**src/design/sdtq_pkg.sv**
```systemverilog
// ----------------------------------------------------------------------------
// Sorted deadline timer queue package
// Shared constants, codes and types for the timer queue and its cells.
// ----------------------------------------------------------------------------
package sdtq_pkg;

    // Number of cells in the queue and the cap on expiries emitted by one tick.
    localparam int QUEUE_DEPTH = 16;
    localparam int MAX_RESULTS = 16;
    localparam int COUNT_W     = $clog2(QUEUE_DEPTH + 1);
    localparam int EMIT_W      = $clog2(MAX_RESULTS);

    localparam logic [15:0] DEFAULT_DELAY_RESET = 16'd10;

    // Input operation codes.
    typedef enum logic [1:0] {
        OP_ADD    = 2'd0,
        OP_DELETE = 2'd1,
        OP_TICK   = 2'd2,
        OP_NONE   = 2'd3
    } op_t;

    // Result kinds.
    typedef enum logic [2:0] {
        KIND_ADDED        = 3'd0,
        KIND_REJECTED     = 3'd1,
        KIND_DELETED      = 3'd2,
        KIND_NOT_FOUND    = 3'd3,
        KIND_EXPIRED      = 3'd4,
        KIND_NONE_EXPIRED = 3'd5
    } kind_t;

    // Command broadcast to every cell.
    typedef enum logic [1:0] {
        CMD_HOLD   = 2'd0,
        CMD_INSERT = 2'd1,
        CMD_DELETE = 2'd2,
        CMD_SHIFT  = 2'd3
    } cell_cmd_t;

    // Controller states.
    typedef enum logic [1:0] {
        ST_IDLE    = 2'd0,
        ST_EXEC    = 2'd1,
        ST_SUMMARY = 2'd2,
        ST_EMIT    = 2'd3
    } state_t;

    // One queue entry.
    typedef struct packed {
        logic [31:0] deadline;
        logic [15:0] ident;
    } entry_t;

    // Values shared by all cells in a cycle.
    typedef struct packed {
        cell_cmd_t   cmd;
        logic [31:0] now;
        logic [15:0] delay;
        logic [15:0] tid;
    } cell_bus_t;

endpackage

```
**src/design/sdtq_cell.sv**
```systemverilog
// ----------------------------------------------------------------------------
// Timer queue cell
// Holds one entry, compares it against the broadcast time and operands, and
// loads the new entry or the entry of its left or right neighbor to insert or remove an entry.
// ----------------------------------------------------------------------------
module sdtq_cell
    import sdtq_pkg::*;
(
    input  logic        clk,
    input  cell_bus_t   bus,
    input  logic        occupied,
    input  entry_t      new_entry,
    input  entry_t      left_entry,
    input  entry_t      right_entry,
    input  logic        left_gt,
    input  logic        match_in,
    output logic        gt,
    output logic        match_out,
    output logic        expired,
    output logic [15:0] time_left,
    output entry_t      entry
);

    entry_t      entry_reg;
    entry_t      entry_next;
    logic [31:0] gap;
    logic        own_match;

    // Distance from the current time to this entry's deadline.
    assign gap = entry_reg.deadline - bus.now;

    // An empty cell counts as later than any new deadline.
    assign gt = !occupied || ($signed(gap) > $signed({16'd0, bus.delay}));

    assign own_match = occupied && (entry_reg.ident == bus.tid) && (bus.tid != 16'd0);
    assign match_out = match_in || own_match;

    assign expired = occupied && (gap[31] || (gap == 32'd0));

    // Distance clamped to the 16-bit result range.
    always_comb
    begin
        if (gap[31])
        begin
            time_left = 16'd0;
        end
        else if (|gap[31:16])
        begin
            time_left = 16'hFFFF;
        end
        else
        begin
            time_left = gap[15:0];
        end
    end

    // Choose where this cell loads from.
    always_comb
    begin
        entry_next = entry_reg;
        case (bus.cmd)
            CMD_INSERT:
            begin
                if (gt)
                begin
                    entry_next = left_gt ? left_entry : new_entry;
                end
            end
            CMD_DELETE:
            begin
                if (match_out)
                begin
                    entry_next = right_entry;
                end
            end
            CMD_SHIFT:
            begin
                entry_next = right_entry;
            end
            default:
            begin
                entry_next = entry_reg;
            end
        endcase
    end

    always_ff @(posedge clk)
    begin
        entry_reg <= entry_next;
    end

    assign entry = entry_reg;

endmodule

```
**src/design/sorted_deadline_timer_queue.sv**
```systemverilog
// ----------------------------------------------------------------------------
// Sorted deadline timer queue
// Keeps timer tasks sorted by deadline in a row of cells and reports adds,
// deletes and expiries on a result stream.
// ----------------------------------------------------------------------------
// Usage:
//   Input items arrive on s_axis: tuser carries the operation (add, delete,
//   tick), tdata the delay and the task id. Result items leave on m_axis:
//   tuser is the kind, tdata the id, empty flag and time to next deadline,
//   and tlast marks the final result of one input item.
//   Add and delete pass from acceptance through ST_EXEC, which updates the
//   row of cells, and ST_SUMMARY, which reads the new head and loads the
//   result. A tick with expiries runs ST_EMIT, one shift per expiry. The
//   controller works on one item at a time and is ready again in the cycle
//   after the last result is loaded, so it takes no new item before the
//   last one is through. An input with operation 3 is dropped.
//   The result sits in an output register: the next item can be accepted
//   while it waits. A stalled receiver holds the expiry sequence, one shift
//   per result taken.
//   Reset clears the time, id counter and entry count and loads the default
//   delay with 10; no clearing pass over the cells is needed. Use cfg_wr_en,
//   which writes default_delay, only while the block is idle (unchecked).
// ----------------------------------------------------------------------------
module sorted_deadline_timer_queue
    import sdtq_pkg::*;
(
    input  logic        clk,
    input  logic        rst_n,
    input  logic        cfg_wr_en,
    input  logic [15:0] cfg_wr_data,
    input  logic        s_axis_tvalid,
    output logic        s_axis_tready,
    input  logic [31:0] s_axis_tdata,   // delay [15:0], task_id [31:16]
    input  logic [1:0]  s_axis_tuser,   // operation [1:0]
    output logic        m_axis_tvalid,
    input  logic        m_axis_tready,
    output logic [39:0] m_axis_tdata,   // result_id [15:0], queue_empty [16],
                                        // time_to_next [32:17], zero [39:33]
    output logic [2:0]  m_axis_tuser,   // kind [2:0]
    output logic        m_axis_tlast
);

    state_t             state_reg, state_next;
    logic [15:0]        default_delay_reg;
    logic [31:0]        now_reg, now_next;
    logic [15:0]        id_counter_reg, id_counter_next;
    logic [COUNT_W-1:0] count_reg, count_next;
    logic [EMIT_W-1:0]  emit_cnt_reg, emit_cnt_next;
    op_t                op_reg, op_next;
    logic [15:0]        delay_reg, delay_next;
    logic [15:0]        tid_reg, tid_next;
    kind_t              res_kind_reg, res_kind_next;
    logic [15:0]        res_id_reg, res_id_next;
    logic               sum_empty_reg, sum_empty_next;
    logic [15:0]        sum_ttn_reg, sum_ttn_next;

    logic               out_valid_reg, out_valid_next;
    kind_t              out_kind_reg, out_kind_next;
    logic [15:0]        out_id_reg, out_id_next;
    logic               out_empty_reg, out_empty_next;
    logic [15:0]        out_ttn_reg, out_ttn_next;
    logic               out_last_reg, out_last_next;

    logic               in_accept;
    logic               out_free;
    logic               full;
    logic [15:0]        eff_delay;
    logic [15:0]        id_inc;
    entry_t             new_entry;
    cell_bus_t          bus;

    logic [QUEUE_DEPTH-1:0] occupied;
    logic [QUEUE_DEPTH-1:0] gt;
    logic [QUEUE_DEPTH-1:0] match_chain;
    logic [QUEUE_DEPTH-1:0] expired;
    logic [QUEUE_DEPTH-1:0] removed;
    logic [QUEUE_DEPTH-1:0] head;
    logic [15:0]            time_left [QUEUE_DEPTH];
    entry_t                 entries   [QUEUE_DEPTH];
    logic                   head_empty;
    logic [15:0]            head_ttn;

    assign s_axis_tready = (state_reg == ST_IDLE);
    assign in_accept     = s_axis_tvalid && s_axis_tready;
    assign out_free      = !out_valid_reg || m_axis_tready;
    assign full          = (count_reg == COUNT_W'(QUEUE_DEPTH));

    // Delay of zero selects the default, and a zero default counts as one.
    always_comb
    begin
        if (s_axis_tdata[15:0] != 16'd0)
        begin
            eff_delay = s_axis_tdata[15:0];
        end
        else if (default_delay_reg != 16'd0)
        begin
            eff_delay = default_delay_reg;
        end
        else
        begin
            eff_delay = 16'd1;
        end
    end

    // Ids run from 1 to 65535 and wrap back to 1.
    assign id_inc = (id_counter_reg == 16'hFFFF) ? 16'd1 : (id_counter_reg + 16'd1);

    assign new_entry.deadline = now_reg + {16'd0, delay_reg};
    assign new_entry.ident    = id_counter_reg;

    // Row of cells.
    genvar gi;
    generate
        for (gi = 0; gi < QUEUE_DEPTH; gi++)
        begin : g_cell
            logic   left_gt_w;
            logic   match_in_w;
            entry_t left_w;
            entry_t right_w;

            assign occupied[gi] = (COUNT_W'(gi) < count_reg);

            if (gi == 0)
            begin : g_first
                assign left_gt_w  = 1'b0;
                assign match_in_w = 1'b0;
                assign left_w     = new_entry;
            end
            else
            begin : g_rest
                assign left_gt_w  = gt[gi-1];
                assign match_in_w = match_chain[gi-1];
                assign left_w     = entries[gi-1];
            end

            if (gi == QUEUE_DEPTH - 1)
            begin : g_end
                assign right_w = entries[gi];
            end
            else
            begin : g_mid
                assign right_w = entries[gi+1];
            end

            sdtq_cell u_cell (
                .clk         (clk),
                .bus         (bus),
                .occupied    (occupied[gi]),
                .new_entry   (new_entry),
                .left_entry  (left_w),
                .right_entry (right_w),
                .left_gt     (left_gt_w),
                .match_in    (match_in_w),
                .gt          (gt[gi]),
                .match_out   (match_chain[gi]),
                .expired     (expired[gi]),
                .time_left   (time_left[gi]),
                .entry       (entries[gi])
            );

            // Entries one tick would remove, and the head that remains.
            assign removed[gi] = expired[gi] && (gi < MAX_RESULTS);
            if (gi == 0)
            begin : g_head_first
                assign head[gi] = occupied[gi] && !removed[gi];
            end
            else
            begin : g_head_rest
                assign head[gi] = occupied[gi] && !removed[gi] && removed[gi-1];
            end
        end
    endgenerate

    // Select the time to the earliest deadline left in the queue.
    always_comb
    begin
        head_ttn = 16'd0;
        for (int i = 0; i < QUEUE_DEPTH; i++)
        begin
            head_ttn = head_ttn | (head[i] ? time_left[i] : 16'd0);
        end
    end
    assign head_empty = !(|head);

    // Controller: next state, cell command and result loading.
    always_comb
    begin
        state_next      = state_reg;
        now_next        = now_reg;
        id_counter_next = id_counter_reg;
        count_next      = count_reg;
        emit_cnt_next   = emit_cnt_reg;
        op_next         = op_reg;
        delay_next      = delay_reg;
        tid_next        = tid_reg;
        res_kind_next   = res_kind_reg;
        res_id_next     = res_id_reg;
        sum_empty_next  = sum_empty_reg;
        sum_ttn_next    = sum_ttn_reg;
        out_valid_next  = out_valid_reg && !m_axis_tready;
        out_kind_next   = out_kind_reg;
        out_id_next     = out_id_reg;
        out_empty_next  = out_empty_reg;
        out_ttn_next    = out_ttn_reg;
        out_last_next   = out_last_reg;
        bus.cmd         = CMD_HOLD;
        bus.now         = now_reg;
        bus.delay       = delay_reg;
        bus.tid         = tid_reg;

        unique case (state_reg)
            ST_IDLE:
            begin
                if (in_accept)
                begin
                    op_next    = op_t'(s_axis_tuser);
                    delay_next = eff_delay;
                    tid_next   = s_axis_tdata[31:16];
                    if (op_t'(s_axis_tuser) == OP_ADD)
                    begin
                        id_counter_next = id_inc;
                    end
                    if (op_t'(s_axis_tuser) != OP_NONE)
                    begin
                        state_next = ST_EXEC;
                    end
                end
            end

            ST_EXEC:
            begin
                state_next = ST_SUMMARY;
                case (op_reg)
                    OP_ADD:
                    begin
                        if (full)
                        begin
                            res_kind_next = KIND_REJECTED;
                            res_id_next   = 16'd0;
                        end
                        else
                        begin
                            bus.cmd       = CMD_INSERT;
                            count_next    = count_reg + COUNT_W'(1);
                            res_kind_next = KIND_ADDED;
                            res_id_next   = id_counter_reg;
                        end
                    end
                    OP_DELETE:
                    begin
                        bus.cmd = CMD_DELETE;
                        if (match_chain[QUEUE_DEPTH-1])
                        begin
                            count_next    = count_reg - COUNT_W'(1);
                            res_kind_next = KIND_DELETED;
                            res_id_next   = tid_reg;
                        end
                        else
                        begin
                            res_kind_next = KIND_NOT_FOUND;
                            res_id_next   = 16'd0;
                        end
                    end
                    default:
                    begin
                        now_next      = now_reg + 32'd1;
                        res_kind_next = KIND_NONE_EXPIRED;
                        res_id_next   = 16'd0;
                    end
                endcase
            end

            ST_SUMMARY:
            begin
                sum_empty_next = head_empty;
                sum_ttn_next   = head_ttn;
                if ((op_reg == OP_TICK) && removed[0])
                begin
                    emit_cnt_next = '0;
                    state_next    = ST_EMIT;
                end
                else if (out_free)
                begin
                    out_valid_next = 1'b1;
                    out_kind_next  = res_kind_reg;
                    out_id_next    = res_id_reg;
                    out_empty_next = head_empty;
                    out_ttn_next   = head_ttn;
                    out_last_next  = 1'b1;
                    state_next     = ST_IDLE;
                end
            end

            ST_EMIT:
            begin
                if (out_free)
                begin
                    bus.cmd        = CMD_SHIFT;
                    count_next     = count_reg - COUNT_W'(1);
                    emit_cnt_next  = emit_cnt_reg + EMIT_W'(1);
                    out_valid_next = 1'b1;
                    out_kind_next  = KIND_EXPIRED;
                    out_id_next    = entries[0].ident;
                    out_empty_next = sum_empty_reg;
                    out_ttn_next   = sum_ttn_reg;
                    out_last_next  = !expired[1] || (emit_cnt_reg == EMIT_W'(MAX_RESULTS - 1));
                    if (out_last_next)
                    begin
                        state_next = ST_IDLE;
                    end
                end
            end

            default:
            begin
                state_next = ST_IDLE;
            end
        endcase
    end

    // Control registers.
    always_ff @(posedge clk or negedge rst_n)
    begin
        if (!rst_n)
        begin
            state_reg         <= ST_IDLE;
            default_delay_reg <= DEFAULT_DELAY_RESET;
            now_reg           <= 32'd0;
            id_counter_reg    <= 16'd0;
            count_reg         <= '0;
            emit_cnt_reg      <= '0;
            out_valid_reg     <= 1'b0;
        end
        else
        begin
            state_reg      <= state_next;
            now_reg        <= now_next;
            id_counter_reg <= id_counter_next;
            count_reg      <= count_next;
            emit_cnt_reg   <= emit_cnt_next;
            out_valid_reg  <= out_valid_next;
            if (cfg_wr_en)
            begin
                default_delay_reg <= cfg_wr_data;
            end
        end
    end

    // Operand and result payload registers.
    always_ff @(posedge clk)
    begin
        op_reg        <= op_next;
        delay_reg     <= delay_next;
        tid_reg       <= tid_next;
        res_kind_reg  <= res_kind_next;
        res_id_reg    <= res_id_next;
        sum_empty_reg <= sum_empty_next;
        sum_ttn_reg   <= sum_ttn_next;
        out_kind_reg  <= out_kind_next;
        out_id_reg    <= out_id_next;
        out_empty_reg <= out_empty_next;
        out_ttn_reg   <= out_ttn_next;
        out_last_reg  <= out_last_next;
    end

    // Result stream.
    assign m_axis_tvalid = out_valid_reg;
    assign m_axis_tuser  = out_kind_reg;
    assign m_axis_tlast  = out_last_reg;
    assign m_axis_tdata  = {7'd0, out_ttn_reg, out_empty_reg, out_id_reg};

endmodule

```
**config.mk**
```make
export PLATFORM = sky130hd
export DESIGN_NAME = sorted_deadline_timer_queue
export DESIGN_NICKNAME = d
export VERILOG_FILES = /design/src/design/sdtq_pkg.sv /design/src/design/sdtq_cell.sv /design/src/design/sorted_deadline_timer_queue.sv
export SDC_FILE = /design/constraint.sdc
export NUM_CORES = 2
export LEC_CHECK = 0
export BUFFER_PORTS_ARGS = -buffer_cell sky130_fd_sc_hd__buf_2
export CORE_MARGIN = 2
export CORE_UTILIZATION = 40
export CTS_BUF_LIST = sky130_fd_sc_hd__clkbuf_8
export DETAILED_ROUTE_END_ITERATION = 6
export MAX_ROUTING_LAYER = met4
export PLACE_DENSITY_LB_ADDON = 0.2
export RECOVER_POWER = 100
export REMOVE_ABC_BUFFERS = 1
export SLEW_MARGIN = 0
export SYNTH_ARGS = -nofsm -noshare
export SYNTH_HDL_FRONTEND = slang
export SYNTH_SLANG_ARGS = --single-unit
export TNS_END_PERCENT = 5
```
**constraint.sdc**
```tcl
create_clock -name clk -period 8.6 [get_ports clk]
set_input_delay 2.58 -clock clk [delete_from_list [all_inputs] [get_ports clk]]
set_output_delay 2.58 -clock clk [all_outputs]
set_load 0.02 [all_outputs]
```
## Word level (Yosys, flattened, before mapping)

Index checks and enable logic that the tools add are counted.

- Add/subtract/negate cells: 22
- Multipliers: 0
- Div/mod/pow operators: 0
- Order comparisons: 32
- Equality and inequality tests: 69
- Shift operators: 0
- Multiplexer cells: 159
- Bitwise gates (word level): 16
- Reduce and logical (&&, ||, !) cells: 232

Operators by type and width:

| cell | count |
|---|---|
| $mux W48 | 45 |
| $pmux W48 S3 | 15 |
| $mux W16 | 59 |
| $gt A32 B17 Y1 | 16 |
| $logic_not A32 Y1 | 16 |
| $sub A32 B32 Y32 | 16 |
| $reduce_or A16 Y1 | 17 |
| $eq A16 B16 Y1 | 16 |
| $or A16 B16 Y16 | 15 |
| $pmux W16 S2 | 3 |
| $logic_and A1 B1 Y1 | 82 |
| $ne A2 B1 Y1 const B | 32 |
| $reduce_and A3 Y1 | 17 |
| $logic_or A1 B1 Y1 | 49 |
| $reduce_bool A16 Y1 | 3 |
| $lt A4 B5 Y1 const A | 8 |
| $logic_not A1 Y1 | 35 |
| $add A32 B1 Y32 const B | 1 |
| $add A32 B16 Y32 | 1 |
| $lt A3 B5 Y1 const A | 4 |
| $pmux W5 S2 | 2 |
| $add A16 B1 Y16 const B | 1 |
| $eq A16 B16 Y1 const B | 1 |
| $mux W5 | 3 |
| 29 further kinds | 73 |

- Register bits after elaboration: 951
- Latch bits: 0
- Bits in writable memories: 0
- ROM bits: 0
- Output and inout bits: 46
- Word-level logic and storage cells: 581
- Memories kept: 0

## Longest topological paths before layout

- Word-level depth: 26
- Mapped depth: 26
- Mapped depth without buffers: 23

## Hierarchy

From an unflattened synthesis, not the netlist that was laid out.

- Cells, all modules: 11,530
- Area total of the unflattened synthesis: 96,144.7 um^2

Modules (own cells, without submodules):

| module | instances | cells each | area an instance (um^2) | sequential area each (um^2) |
|---|---|---|---|---|
| sdtq_cell at g_cell[0].u_cell ... | 10 | 669 | 5,373.9 | 1,441.4 |
| sdtq_cell at g_cell[6].u_cell ... | 4 | 633 | 5,298.8 | 1,441.4 |
| sorted_deadline_timer_queue | 1 | 970 | 10,334.9 | 5,117.4 |
| sdtq_cell at g_cell[5].u_cell | 1 | 696 | 5,612.9 | 1,441.4 |
| sdtq_cell at g_cell[11].u_cell | 1 | 642 | 5,262.5 | 1,441.4 |

## Worst setup path after synthesis

No wires, ideal clock.

- Path type: register -> register
- Start point: register now_reg[1]
- End point: register g_cell[4].u_cell.entry_reg (netlist bit g_cell[4].u_cell.entry[0]) (enable)
- Arrival time: 8.428 ns
- Required time: 8.073 ns
- Path slack: -0.355 ns
- Stages on the path, launching flop included: 23
- Path buffers: 3
- Path through: dfrtp_1 -> inv_1 -> ha_1 -> nor2b_1 -> o31a_1 -> o21a_1 -> buf_2 -> a21o_1 -> a21oi_1 -> xnor2_1 -> ha_1 -> a21o_1 -> a21o_1 -> a21oi_1 -> nor2_1 -> a211oi_1 -> a21oi_1 -> o21ai_0 -> nand2_1 -> buf_1 -> clkbuf_1 -> nand2_1 -> a21boi_0

- Word-level cells in the longest chain between the ends: 5

Ends and longest elaborated chain:

| what | RTL line | RTL |
|---|---|---|
| from (decl) | sorted_deadline_timer_queue.sv:45 | `logic [31:0] now_reg, now_next;` |
| from (signal assigned) | sorted_deadline_timer_queue.sv:337 | `now_reg <= now_next;` |
| $sub A32 B32 Y32 | sdtq_cell.sv:30 | `assign gap = entry_reg.deadline - bus.now;` |
| $gt A32 B17 Y1 | sdtq_cell.sv:33 | `assign gt = !occupied \|\| ($signed(gap) > $signed({16'd0, bus.delay}));` |
| $logic_or A1 B1 Y1 | sdtq_cell.sv:33 |  |
| $ne A2 B1 Y1 (no line) | -- |  |
| $reduce_and A3 Y1 (no line) | -- |  |
| to (signal assigned) | sdtq_cell.sv:89 | `entry_reg <= entry_next;` |
| to (decl) | sdtq_cell.sv:24 | `entry_t entry_reg;` |

No other way between the ends.
A chain may end at the register's enable or synchronous reset.

## Worst setup path after layout

- Start point: register now_reg[6]
- End point: register out_ttn_reg[14] (data pin)

- Word-level cells in the longest chain between the ends: 26

Ends and longest elaborated chain:

| what | RTL line | RTL |
|---|---|---|
| $sub A32 B32 Y32 | sdtq_cell.sv:30 |  |
| $logic_not A32 Y1 | sdtq_cell.sv:38 | `assign expired = occupied && (gap[31] \|\| (gap == 32'd0));` |
| $logic_or A1 B1 Y1 | sdtq_cell.sv:38 |  |
| $logic_and A1 B1 Y1 | sdtq_cell.sv:38 |  |
| $logic_not A1 Y1 | sorted_deadline_timer_queue.sv:169 | `assign head[gi] = occupied[gi] && !removed[gi] && removed[gi-1];` |
| $logic_and A1 B1 Y1 (2 in a row) | sorted_deadline_timer_queue.sv:169 |  |
| $mux W16 | sorted_deadline_timer_queue.sv:180 | `head_ttn = head_ttn \| (head[i] ? time_left[i] : 16'd0);` |
| $or A16 B16 Y16 (14 in a row) | sorted_deadline_timer_queue.sv:180 |  |
| $or A16 B16 Y16 * | sorted_deadline_timer_queue.sv:180 |  |
| $mux W16 * | sorted_deadline_timer_queue.sv:282 | `else if (out_free)` |
| $mux W16 * | sorted_deadline_timer_queue.sv:277 | `if ((op_reg == OP_TICK) && removed[0])` |
| $pmux W16 S2 * | sorted_deadline_timer_queue.sv:211 | `unique case (state_reg)` |
| named net out_ttn_next[14] | sorted_deadline_timer_queue.sv:61 | `logic [15:0] out_ttn_reg, out_ttn_next;` |
| to (signal assigned) | sorted_deadline_timer_queue.sv:362 | `out_ttn_reg <= out_ttn_next;` |
| to (decl) | sorted_deadline_timer_queue.sv:61 |  |

Mark *: on every way through the listed nets, which the timed path passes. The rest lies on a longest branch. The select of a mux whose other input is x is not followed.

==> run summary <==
Port Buffers: 93
Clock slew at reported path FFs: 0.07 ns
Root buffer cell: clkbuf_8
Overall die height: 481 um
Final min period: 8.38 ns
DRC viols: 0
DP Worst Slack: 1.10 ns
Largest net degree at the start of global routing: 200
Clock Path Buffers: 3
Hold Crit Start: res_kind_reg[0]
Largest register FFs: 768
Post-DRT Antenna Nets: 0
Slew headroom: -159%
Wire length per cell: 35.7 um
Fin crit share: 97.4%
Clock buffer count from CTS: 181
RR Endpoint: out_ttn_reg[14]
Clock skew: 0.0954 ns
Final net count: 11,400
Critical Path AT: 8.95 ns
TritonCTS Sinks: 951
Die area: 231,000 um^2
Setup tns final: 0 ns
RSZ-0062 raised after global routing: no
Cts repair resizes: 0
Via count: 90,900
Number of flops mapped to enable cells by yosys: 875
Post-route insts no fill: 13,700
Fin util: 44.1%
Synth Flop Type: edfxtp_1
Num rows: 175
Drt pass-1 iters: 6
Initial antenna violation count: 31
Max-cap viol count: 16
Critical R2R Launch: now_reg[6]
WS Path Type: flop to flop
Top-level I/O count: 101
Worst Path Required: 9.17 ns
Post-CTS Setup Bufs: 0
Post-Syn Instances: 10,500
Grt total ovfl: 0
Outcome: finished with violations
Fillers: 22,700
H-tree depth: 4
CTS tree: built
CP max FO: 7
CP endpoint kind: flop
RD Place Congestion: 1.14
Worst-Margin Slew: 3.89 ns
Cells on Worst Hold Path: 1
Fraction of registers with async set/reset: 7.99%
Worst vdd ir: 0.265 mV
Power Dens Cells: 422 nW/um^2
Initial Util: 40.1%
Failing checks: max-capacitance violations, max-slew violations
Iter 0 DRT Violations: 10,800
Synthesized cell area: 91,000 um^2
Worst min-delay path category: flop to flop
Core area: 227,000 um^2
Crit path launch type: flop
Register area share after synthesis: 31.0%
Hold Violations, Final: 0
Dpl cells: 13,400
Vias in the first global route: 85,700
Vias/cell: 6.62
Unique cell type count in the Yosys netlist: 126
Ys Warns: 0
Fin. max-slew vios: 776
Die W: 481 um
Max Freq: 119 MHz
Final wirelength: 491,000 um
Leakage: 37.4 nW
# hold bufs at CTS: 0
PnR worst setup slack: 0.219 ns
First-pass GRT wire length: 671,000 um
Gr usage total: 42.2%
Final setup viols: 0
Area grow syn2layout: 10.0%
Flop2flop setup slack: 0.22 ns
DP HPWL: 386,000 um
Layout cell share with drive strength beyond 1: 8.35%
R2R cell count: 17
Clock Latency Late Sink: 1.06 ns
Seq cells post-synth: 951
Average size of a mapped cell: 8.68 um^2
Hold EP: m_axis_tuser[0]
==> cells in the mapped netlist, drive strengths merged, types with 49 or more instances <==
library cell / count / share of area, %
buf: 116 / 0.63
o22ai: 53 / 0.36
ha: 776 / 11
a21oi: 588 / 3.2
mux2i: 710 / 7.8
nand2b: 94 / 0.65
o21ai: 1130 / 6.2
o21a: 219 / 1.8
o21bai: 49 / 0.40
a21o: 258 / 2.1
edfxtp: 875 / 29
nor4: 164 / 1.2
dfrtp: 74 / 2.0
a211oi: 126 / 1.1
o211ai: 105 / 0.87
nand3: 202 / 1.1
xor2: 234 / 2.3
nand4: 217 / 1.5
nor2b: 106 / 0.73
a31oi: 77 / 0.53
mux2: 69 / 0.85
or3: 60 / 0.41
and2: 80 / 0.55
clkbuf: 450 / 1.9
xnor2: 382 / 3.7
and3: 76 / 0.52
nor2: 679 / 2.8
inv: 256 / 1.1
nor3: 188 / 1.0
nand2: 1297 / 5.4
==> routing by layer <==
| layer | part of all wire (%) | wire length [um] | track usage [%] | vias to the layer above |
|---|---|---|---|---|
| met2 | 45 | 220000 | 64.9 | 5085 |
| met1 | 39 | 192000 | 51.1 | 45000 |
| met4 | 7.5 | 36700 | 26.0 | 0 |
| li1 | - | - | - | 39600 |
| met3 | 8.7 | 42500 | 7.88 | 1198 |
| met5 | 0 | 0 | - | - |
==> stage by stage <==
stage | hold WS, ns | power, mW | area [um^2]
detailed placement | 0.490 | 36.3 | 96600
finish | 0.492 | 42.3 | 100000
floorplan | 0.466 | 24.4 | 88800
CTS | 0.498 | 41.5 | 101000
global placement | 0.501 | 36.1 | 96600
global route | 0.526 | 44.0 | 100000
==> final cells by class <==
type	count	area, um^2	share of cell area [%]
clock buffers	183	2520	2.52
repair buffers	439	3020	3.02
flip-flops and latches	951	28200	28.1
diodes	26	65.1	0.0650
multi-input cells	8724	60300	60.2
inverters	257	965	0.963
clock inverters	150	1360	1.36
well taps	3009	3760	3.76
==> kinds of logic (layout without fill, tap and decap cells) <==
kind of cell | after synthesis | count (layout) | synth area share (%)
simple gates | 3412 | 3412 | 18.1
compound gates | 3117 | 3117 | 21.7
flops | 951 | 951 | 31.0
buf+inv | 824 | 1029 | 3.56
fa+ha+maj | 793 | 793 | 11.0
mux | 779 | 779 | 8.66
xor+xnor | 616 | 616 | 5.93
other cells | 1 | 33 | 0.00412
==> worst max-delay path by stage <==
| stage | cells after the start | end | startpoint | slack [ns] |
|---|---|---|---|---|
| after floorplan | 6 | g_cell[5].u_cell.entry[0] | m_axis_tready | -20.83 |
| after global placement | 19 | out_ttn_reg[3] | now_reg[0] | 1.02 |
| after detailed placement | 19 | out_ttn_reg[3] | now_reg[0] | 1.10 |
| after CTS | 19 | out_ttn_reg[3] | now_reg[0] | 1.11 |
| after global routing | 17 | sum_ttn_reg[15] | now_reg[1] | 0.43 |
| final | 17 | out_ttn_reg[14] | now_reg[6] | 0.22 |
==> report_power, final <==
group / switching [mW] / internal (mW)
logic: 18.1 / 9.43
registers: 2.05 / 7.61
clock network: 2.40 / 2.67
==> worst max-delay path: stages, from the launching register on <==
cell and delay [ns]:
dfrtp_1 0.43, inv_1 0.80, clkbuf_1 0.83, ha_1 0.42
a21oi_1 0.22, nand2_1 0.10, o21ai_1 0.75, o21ai_1 0.35
o311ai_1 0.70, a21boi_0 0.24, o21ai_0 1.29, or4_4 0.32
a21oi_1 0.15, and2_1 0.30, o21a_1 0.14, nor4_1 0.33
clkbuf_1 0.32, a41oi_1 0.25
==> placed cells by master (no fill, tap or decap), types with 216 or more instances in the layout <==
master,instances
edfxtp_1,875
buf_4,280
xor2_1,231
xnor2_1,357
nor2_1,669
a21oi_1,575
nand2_1,1291
o21ai_0,1096
ha_1,776
nand4_1,216
o21a_1,219
inv_1,290
a21o_1,258
mux2i_1,709
No activity file was read; power rests on OpenSTA's default activity.
